===== config.mk =====
export PLATFORM = sky130hd
export DESIGN_NAME = uuid_v1_text_parser
export DESIGN_NICKNAME = d
export VERILOG_FILES = /design/src/hdl/uvp_pkg.sv /design/src/hdl/uvp_decode.sv /design/src/hdl/uvp_fsm.sv /design/src/hdl/uuid_v1_text_parser.sv
export SDC_FILE = /design/constraint.sdc
export NUM_CORES = 1
export LEC_CHECK = 0
export BUFFER_PORTS_ARGS = -buffer_cell sky130_fd_sc_hd__buf_2
export CORE_MARGIN = 3
export CORE_UTILIZATION = 30
export DETAILED_ROUTE_END_ITERATION = 8
export PLACE_DENSITY = 0.55
export SYNTH_ARGS = -nofsm -noshare
export SYNTH_HDL_FRONTEND = slang
export SYNTH_SLANG_ARGS = --single-unit

===== constraint.sdc =====
create_clock -name i_clk -period 14.95 [get_ports i_clk]
set_input_delay 2.99 -clock i_clk [delete_from_list [all_inputs] [get_ports i_clk]]
set_output_delay 2.99 -clock i_clk [all_outputs]
set_load 0.01 [all_outputs]

===== src/hdl/uvp_pkg.sv =====
// Shared types and constants for the UUID text parser.
package uvp_pkg;

    localparam int IN_W    = 8;
    localparam int TIME_W  = 60;
    localparam int CLK_W   = 14;
    localparam int NODE_W  = 48;
    localparam int STAT_W  = 2;
    localparam int TDIG_W  = 64;
    localparam int CDIG_W  = 16;
    localparam int CNT_W   = 4;
    localparam int OUT_W   = 128;

    localparam logic [CNT_W-1:0] TIME_LAST  = 4'd15;
    localparam logic [CNT_W-1:0] CLOCK_LAST = 4'd3;
    localparam logic [CNT_W-1:0] NODE_LAST  = 4'd11;

    localparam logic [3:0] VERSION_ONE  = 4'h1;
    localparam logic [1:0] VARIANT_STD  = 2'b10;

    typedef enum logic [STAT_W-1:0] {
        ST_OK      = 2'd0,
        ST_SYNTAX  = 2'd1,
        ST_VERSION = 2'd2,
        ST_VARIANT = 2'd3
    } t_status;

    typedef enum logic [5:0] {
        PH_TIME    = 6'b000001,
        PH_TIMEEND = 6'b000010,
        PH_CLOCK   = 6'b000100,
        PH_CLKEND  = 6'b001000,
        PH_NODE    = 6'b010000,
        PH_SWALLOW = 6'b100000
    } t_phase;

    typedef struct packed {
        logic                is_digit;
        logic [3:0]          value;
        logic                is_term;
    } t_char;

    typedef struct packed {
        logic                valid;
        t_status             status;
        logic [TIME_W-1:0]   time_value;
        logic [CLK_W-1:0]    clock_sequence;
        logic [NODE_W-1:0]   node_id;
    } t_result;

endpackage


===== src/hdl/uvp_decode.sv =====
// Maps one input byte to a hex digit value and flags the terminator.
module uvp_decode (
    input  logic [uvp_pkg::IN_W-1:0] i_byte,
    output uvp_pkg::t_char           o_char
);
    import uvp_pkg::*;

    logic [7:0] v0;
    logic [7:0] v1;

    always_comb begin
        v0 = i_byte - 8'h30;
        if (v0 > 8'd48) begin
            v1 = v0 - 8'd39;
        end else if (v0 > 8'd15) begin
            v1 = v0 - 8'd7;
        end else begin
            v1 = v0;
        end
        o_char.is_term  = (i_byte == '0);
        o_char.is_digit = (v1 <= 8'd15);
        o_char.value    = v1[3:0];
    end

endmodule


===== src/hdl/uvp_fsm.sv =====
// Parse state, digit accumulators and result formation for one byte.
module uvp_fsm (
    input  logic             i_clk,
    input  logic             i_rst_n,
    input  logic             i_advance,
    input  uvp_pkg::t_char   i_char,
    output uvp_pkg::t_result o_result
);
    import uvp_pkg::*;

    t_phase               r_phase, n_phase;
    logic [CNT_W-1:0]     r_count, n_count;
    logic [TDIG_W-1:0]    r_time,  n_time;
    logic [CDIG_W-1:0]    r_clock, n_clock;
    logic [NODE_W-1:0]    r_node,  n_node;

    t_phase               eff_phase;
    logic                 done;

    always_comb begin
        n_phase  = r_phase;
        n_count  = r_count;
        n_time   = r_time;
        n_clock  = r_clock;
        n_node   = r_node;
        o_result = '0;
        eff_phase = r_phase;
        done     = 1'b0;

        if (i_char.is_term) begin
            // terminator: syntax error unless a result was already given
            o_result.valid  = (r_phase != PH_SWALLOW) && (r_phase != PH_TIMEEND ||
                              1'b1);
            case (r_phase)
                PH_TIME, PH_TIMEEND, PH_CLOCK, PH_CLKEND, PH_NODE:
                    o_result.valid = 1'b1;
                default: o_result.valid = 1'b0;
            endcase
            o_result.status = ST_SYNTAX;
            n_phase = PH_TIME;
            n_count = '0;
            n_time  = '0;
            n_clock = '0;
            n_node  = '0;
            done    = 1'b1;
        end else if (r_phase == PH_TIMEEND) begin
            if (r_time[15:12] != VERSION_ONE) begin
                o_result.valid  = 1'b1;
                o_result.status = ST_VERSION;
                n_phase = PH_SWALLOW;
                done    = 1'b1;
            end else begin
                eff_phase = PH_CLOCK;
                n_count   = '0;
            end
        end else if (r_phase == PH_CLKEND) begin
            if (r_clock[15:14] != VARIANT_STD) begin
                o_result.valid  = 1'b1;
                o_result.status = ST_VARIANT;
                n_phase = PH_SWALLOW;
                done    = 1'b1;
            end else begin
                eff_phase = PH_NODE;
                n_count   = '0;
            end
        end

        if (!done) begin
            n_phase = eff_phase;
            if (i_char.is_digit) begin
                case (eff_phase)
                    PH_TIME: begin
                        n_time = {r_time[TDIG_W-5:0], i_char.value};
                        if (n_count >= TIME_LAST) begin
                            n_phase = PH_TIMEEND;
                            n_count = '0;
                        end else begin
                            n_count = n_count + 1'b1;
                        end
                    end
                    PH_CLOCK: begin
                        n_clock = {r_clock[CDIG_W-5:0], i_char.value};
                        if (n_count >= CLOCK_LAST) begin
                            n_phase = PH_CLKEND;
                            n_count = '0;
                        end else begin
                            n_count = n_count + 1'b1;
                        end
                    end
                    PH_NODE: begin
                        n_node = {r_node[NODE_W-5:0], i_char.value};
                        if (n_count >= NODE_LAST) begin
                            n_phase = PH_SWALLOW;
                            n_count = '0;
                            o_result.valid          = 1'b1;
                            o_result.status         = ST_OK;
                            // timestamp: high 12 bits, then middle 16, then low 32
                            o_result.time_value     = {r_time[11:0], r_time[31:16],
                                                       r_time[63:32]};
                            o_result.clock_sequence = r_clock[CLK_W-1:0];
                            o_result.node_id        = n_node;
                        end else begin
                            n_count = n_count + 1'b1;
                        end
                    end
                    default: ;
                endcase
            end
        end
    end

    always_ff @(posedge i_clk) begin
        if (!i_rst_n) begin
            r_phase <= PH_TIME;
            r_count <= '0;
            r_time  <= '0;
            r_clock <= '0;
            r_node  <= '0;
        end else if (i_advance) begin
            r_phase <= n_phase;
            r_count <= n_count;
            r_time  <= n_time;
            r_clock <= n_clock;
            r_node  <= n_node;
        end
    end

endmodule


===== src/hdl/uuid_v1_text_parser.sv =====
// Top level of the streaming UUID version-1 text parser.
// Usage:
//   Slave channel takes one character per item in tdata[7:0]; a zero byte
//   ends the string. Master channel gives at most one result per string:
//   status in tuser, time, clock sequence and node in tdata.
//   A result is given on the twelfth node digit (status ok), on a failed
//   version or variant check, or on a terminator that arrives before the
//   string is complete (syntax error). After a result on a nonzero byte,
//   bytes are dropped up to and including the next terminator.
// Timing:
//   One item per cycle sustained while no result waits for i_m_axis_tready.
//   An item is captured in the input register when it is accepted and is
//   parsed into the output register when the parser advances; o_m_axis_tvalid
//   comes from that register. The parse state updates once per item, which
//   sets the rate.
// Reset and stall:
//   Reset empties both registers and returns the parser to the time field.
//   While a result waits for i_m_axis_tready, the input register still holds
//   one further item; then o_s_axis_tready drops until the result is taken.
module uuid_v1_text_parser (
    input  logic                       i_clk,
    input  logic                       i_rst_n,
    input  logic                       i_s_axis_tvalid,
    output logic                       o_s_axis_tready,
    input  logic [uvp_pkg::IN_W-1:0]   i_s_axis_tdata,   // [7:0] char_code
    output logic                       o_m_axis_tvalid,
    input  logic                       i_m_axis_tready,
    output logic [uvp_pkg::OUT_W-1:0]  o_m_axis_tdata,   // [59:0] time_value,
                                                         // [73:60] clock_sequence,
                                                         // [121:74] node_id, rest 0
    output logic [uvp_pkg::STAT_W-1:0] o_m_axis_tuser    // [1:0] status
);
    import uvp_pkg::*;

    logic            r_in_valid;
    logic [IN_W-1:0] r_in_byte;
    logic            r_out_valid;
    t_result         r_out;
    logic            advance;
    t_char           dec;
    t_result         res;

    assign advance         = r_in_valid && (!r_out_valid || i_m_axis_tready);
    assign o_s_axis_tready = !r_in_valid || advance;

    uvp_decode u_decode (
        .i_byte (r_in_byte),
        .o_char (dec)
    );

    uvp_fsm u_fsm (
        .i_clk     (i_clk),
        .i_rst_n   (i_rst_n),
        .i_advance (advance),
        .i_char    (dec),
        .o_result  (res)
    );

    always_ff @(posedge i_clk) begin
        if (!i_rst_n) begin
            r_in_valid <= 1'b0;
        end else if (o_s_axis_tready) begin
            r_in_valid <= i_s_axis_tvalid;
        end
    end

    always_ff @(posedge i_clk) begin
        if (o_s_axis_tready && i_s_axis_tvalid) begin
            r_in_byte <= i_s_axis_tdata;
        end
    end

    always_ff @(posedge i_clk) begin
        if (!i_rst_n) begin
            r_out_valid <= 1'b0;
        end else if (advance && res.valid) begin
            r_out_valid <= 1'b1;
        end else if (i_m_axis_tready) begin
            r_out_valid <= 1'b0;
        end
    end

    always_ff @(posedge i_clk) begin
        if (advance && res.valid) begin
            r_out <= res;
        end
    end

    assign o_m_axis_tvalid = r_out_valid;
    assign o_m_axis_tuser  = r_out.status;
    assign o_m_axis_tdata  = {{(OUT_W - NODE_W - CLK_W - TIME_W){1'b0}},
                              r_out.node_id, r_out.clock_sequence, r_out.time_value};

endmodule

==> summary.txt <==
Clocking
  • CTS max path bufs: 3
  • Clk Latency, worst-skew pair: between 0.5 and 0.6 ns
  • CTS Hold Bufs: 0
  • H-tree levels: 1
  • Post-CTS Setup Inserts: 0
  • Number of gates resized after CTS: 0
  • Cts bufs inserted: 29
  • Clock root cell: clkbuf_16
  • Reg clk slew, reported paths: around 0.060 ns
  • CTS Sinks: ~270
  • CTS tree: yes

Route
  • Drt pass-1 iters: 5
  • Routed Antenna Nets: 0
  • Via density per instance: 4.65
  • Post-Route WL: ~21000 um
  • Iteration-0 DRC Markers: 470
  • Drt wl/cell: approximately 16 um
  • DR DRC count: 0
  • Via count: 6302

Synthesis
  • Post-synth EDFFs: ~130
  • Netlist Area Pre-Place: just over 10000 um^2
  • Distinct cells, synth: 70
  • Sequential fraction of the synthesis area: 0.660
  • Synth warnings: 0
  • #FFs+latches synth: between 200 and 300
  • Share of the synthesized area in the top cell type: 0.391
  • Ys flop type: dfxtp_1
  • Area leader, netlist: edfxtp_1
  • Post-synthesis instance total: around 770
  • Main area contributors after synthesis: edfxtp_1, dfxtp_1, a22o_1
  • Ys async rst share: 0
  • Mapped Avg Cell Area: ~13 um^2

Die
  • Initial core utilization: 0.308
  • Die width: 190 um
  • Rows: 66
  • I/O pin cnt: 144
  • Die area: 36000 um^2
  • Die height: about 190 um
  • Core area: about 33000 um^2

GRT
  • Initial antenna violation count: 0
  • Largest net degree at the start of global routing: ~120
  • Tot GR Track Use: 0.116
  • First-pass GRT wire length: roughly 34000 um
  • Total congestion overflow: 0
  • Vias in the first global route: between 5k and 6k

Timing
  • Fin worst setup slack: 8.50 ns
  • Slew HR: 0.281
  • Worst slew pin tran: approximately 1.1 ns
  • Final slew viol count: 0
  • Worst Skew: between 0.01 and 0.015 ns
  • Post-route minimum period: about 6.5 ns
  • FMAX: between 150 and 200 MHz
  • Final hold viol count: 0
  • Final period util: 0.432
  • RSZ-0062 raised after global routing: false
  • Setup TNS: 0 ns
  • Setup violators final: 0

Cells and area
  • Layout area overhead: 19.7%
  • Final #Nets: just over 900
  • Filler cell count: between 3k and 4k
  • Design Area, Final: 12100 um^2
  • Finished Layout Cells: 1354
  • # diodes: 0
  • Fraction of layout cells with a size suffix above 1: 0.232

Power
  • Combinational power share: 0.024
  • Clk network pwr share: 0.476
  • P_sw: 0.328 mW
  • PD cells: roughly 130 nW/um^2
  • Worst VDD drop: 0.0807 mV
  • Internal power: 1.21 mW
  • Reg power frac: 0.500
  • P_leak: 4.08 nW
  • Net Sw Frac: 0.212

Worst hold path
  • Worst min path class: flip-flop to flip-flop
  • WHS Path Cells: 2

Placed design
  • Dpl hpwl: approximately 13000 um
  • Post-place instance area: about 11000 um^2
  • Port-buffer cells: roughly 140
  • Pre-CTS WS: 8.50 ns
  • Placed insts: ~1.3k
  • GPL Wtd Cong: between 0.7 and 0.8

Critical path
  • CP Max Fanout: 2
  • CP arrival: approximately 3.5 ns
  • Critical Path RT: around 12 ns
  • R2R depth: 12
  • WS Path Type: input port to output port
  • CP startpoint kind: input port
  • CP Capture Type: output port

Run
  • Number of max-cap violations: 0

Run status
  • Status: finished clean
[critical path: stages]
cell and delay (ns):
buf_2 0.10, nor2b_1 0.14, nand2_1 0.08, buf_2 0.15
[power groups by stage]
| stage | registers (mW) | clock network (mW) | logic, mW |
|---|---|---|---|
| after floorplan | 0.785 | 0 | 0.0334 |
| after global placement | 0.786 | 0 | 0.0375 |
| after detailed placement | 0.786 | 0 | 0.0379 |
| after CTS | 0.770 | 0.754 | 0.0380 |
| after global routing | 0.771 | 0.784 | 0.0417 |
| final | 0.771 | 0.734 | 0.0375 |
[cells in the final DEF, fill, tap and decap left out, types with 4 or more instances in the layout]
master and count:
clkbuf_16 29, clkinv_2 4, dfxtp_1 136, buf_2 137, a21o_1 4, inv_1 7, xor2_1 5, nor2_1 15
clkbuf_8 5, and3_1 5, or3_1 4, a22o_1 113, nand2_1 22, and2_1 125, o21ai_0 12, ha_1 8
nor2b_1 7, conb_1 6, o2bb2ai_1 9, nand4_1 4, nand3_1 9, buf_4 7, edfxtp_1 132, nor3_1 6
a21oi_1 17
[final timing paths]
kind,endpoint,slack (ns),from
min,u_fsm.r_count[1],0.45,u_fsm.r_count[1]
min reg2reg,u_fsm.r_count[1],0.45,u_fsm.r_count[1]
max,o_s_axis_tready,8.50,i_m_axis_tready
max reg2reg,o_m_axis_tdata[45],10.33,r_in_byte[4]
[metrics by stage]
step	power, mW	hold slack [ns]	util
final	1.54	0.454	0.368
after global routing	1.60	0.492	0.368
after CTS	1.56	0.459	0.368
after detailed placement	0.824	0.445	0.338
after global placement	0.824	0.440	0.338
after floorplan	0.818	0.424	-
[flip-flops by register name, indices dropped and copies added, names as in the netlist]
signal and count:
u_fsm.r_clock 16, u_fsm.r_count 4, u_fsm.r_node 44, u_fsm.r_time 64
o_m_axis_tvalid 1, u_fsm.r_phase 6, o_m_axis_tuser 2, r_in_valid 1
r_in_byte 8, o_m_axis_tdata 122
[cells by family after synthesis]
logic type / after synthesis / synth area share
DFF: 268 / 0.660
and+or+nand+nor: 222 / 0.130
AOI/OAI and AO/OA: 193 / 0.156
buffers and inverters: 64 / 0.0362
adders and majority gates: 8 / 0.00988
xor gates and xnor gates: 7 / 0.00605
muxes: 2 / 0.00210
other: 1 / 0.000370
[final cells by class]
type	instances	area, um^2	area share
sequential	268	6690	0.551
multi-input combinational	438	3130	0.258
clock buffer	37	806	0.0664
timing repair buffer	144	738	0.0608
tap	442	553	0.0456
clock inverter	17	194	0.0160
inverter	8	30.0	0.00247
[cell usage after synthesis (7+ instances only)]
library cell    n
o21ai_0        12
a22o_1        113
nor2_1         16
o2bb2ai_1       9
nand2_1        22
buf_6          12
a21oi_1        17
clkbuf_1       28
dfxtp_1       136
nand3_1         9
nor3_1          7
edfxtp_1      132
nor2b_1         7
inv_1           7
ha_1            8
and2_1        125
buf_4           7
[layer usage]
metal  part of all wire  global-route usage  wire length [um]  vias to the layer above
met5                  0                   0                 0                        -
met1               0.50               0.175             10700                     2982
li1                   -                   -                 -                     3090
met2               0.41               0.162              8710                      197
met3              0.078              0.0337              1670                       33
met4              0.020              0.0267               426                        0
Note: power is estimated with default switching activity, not from simulation.
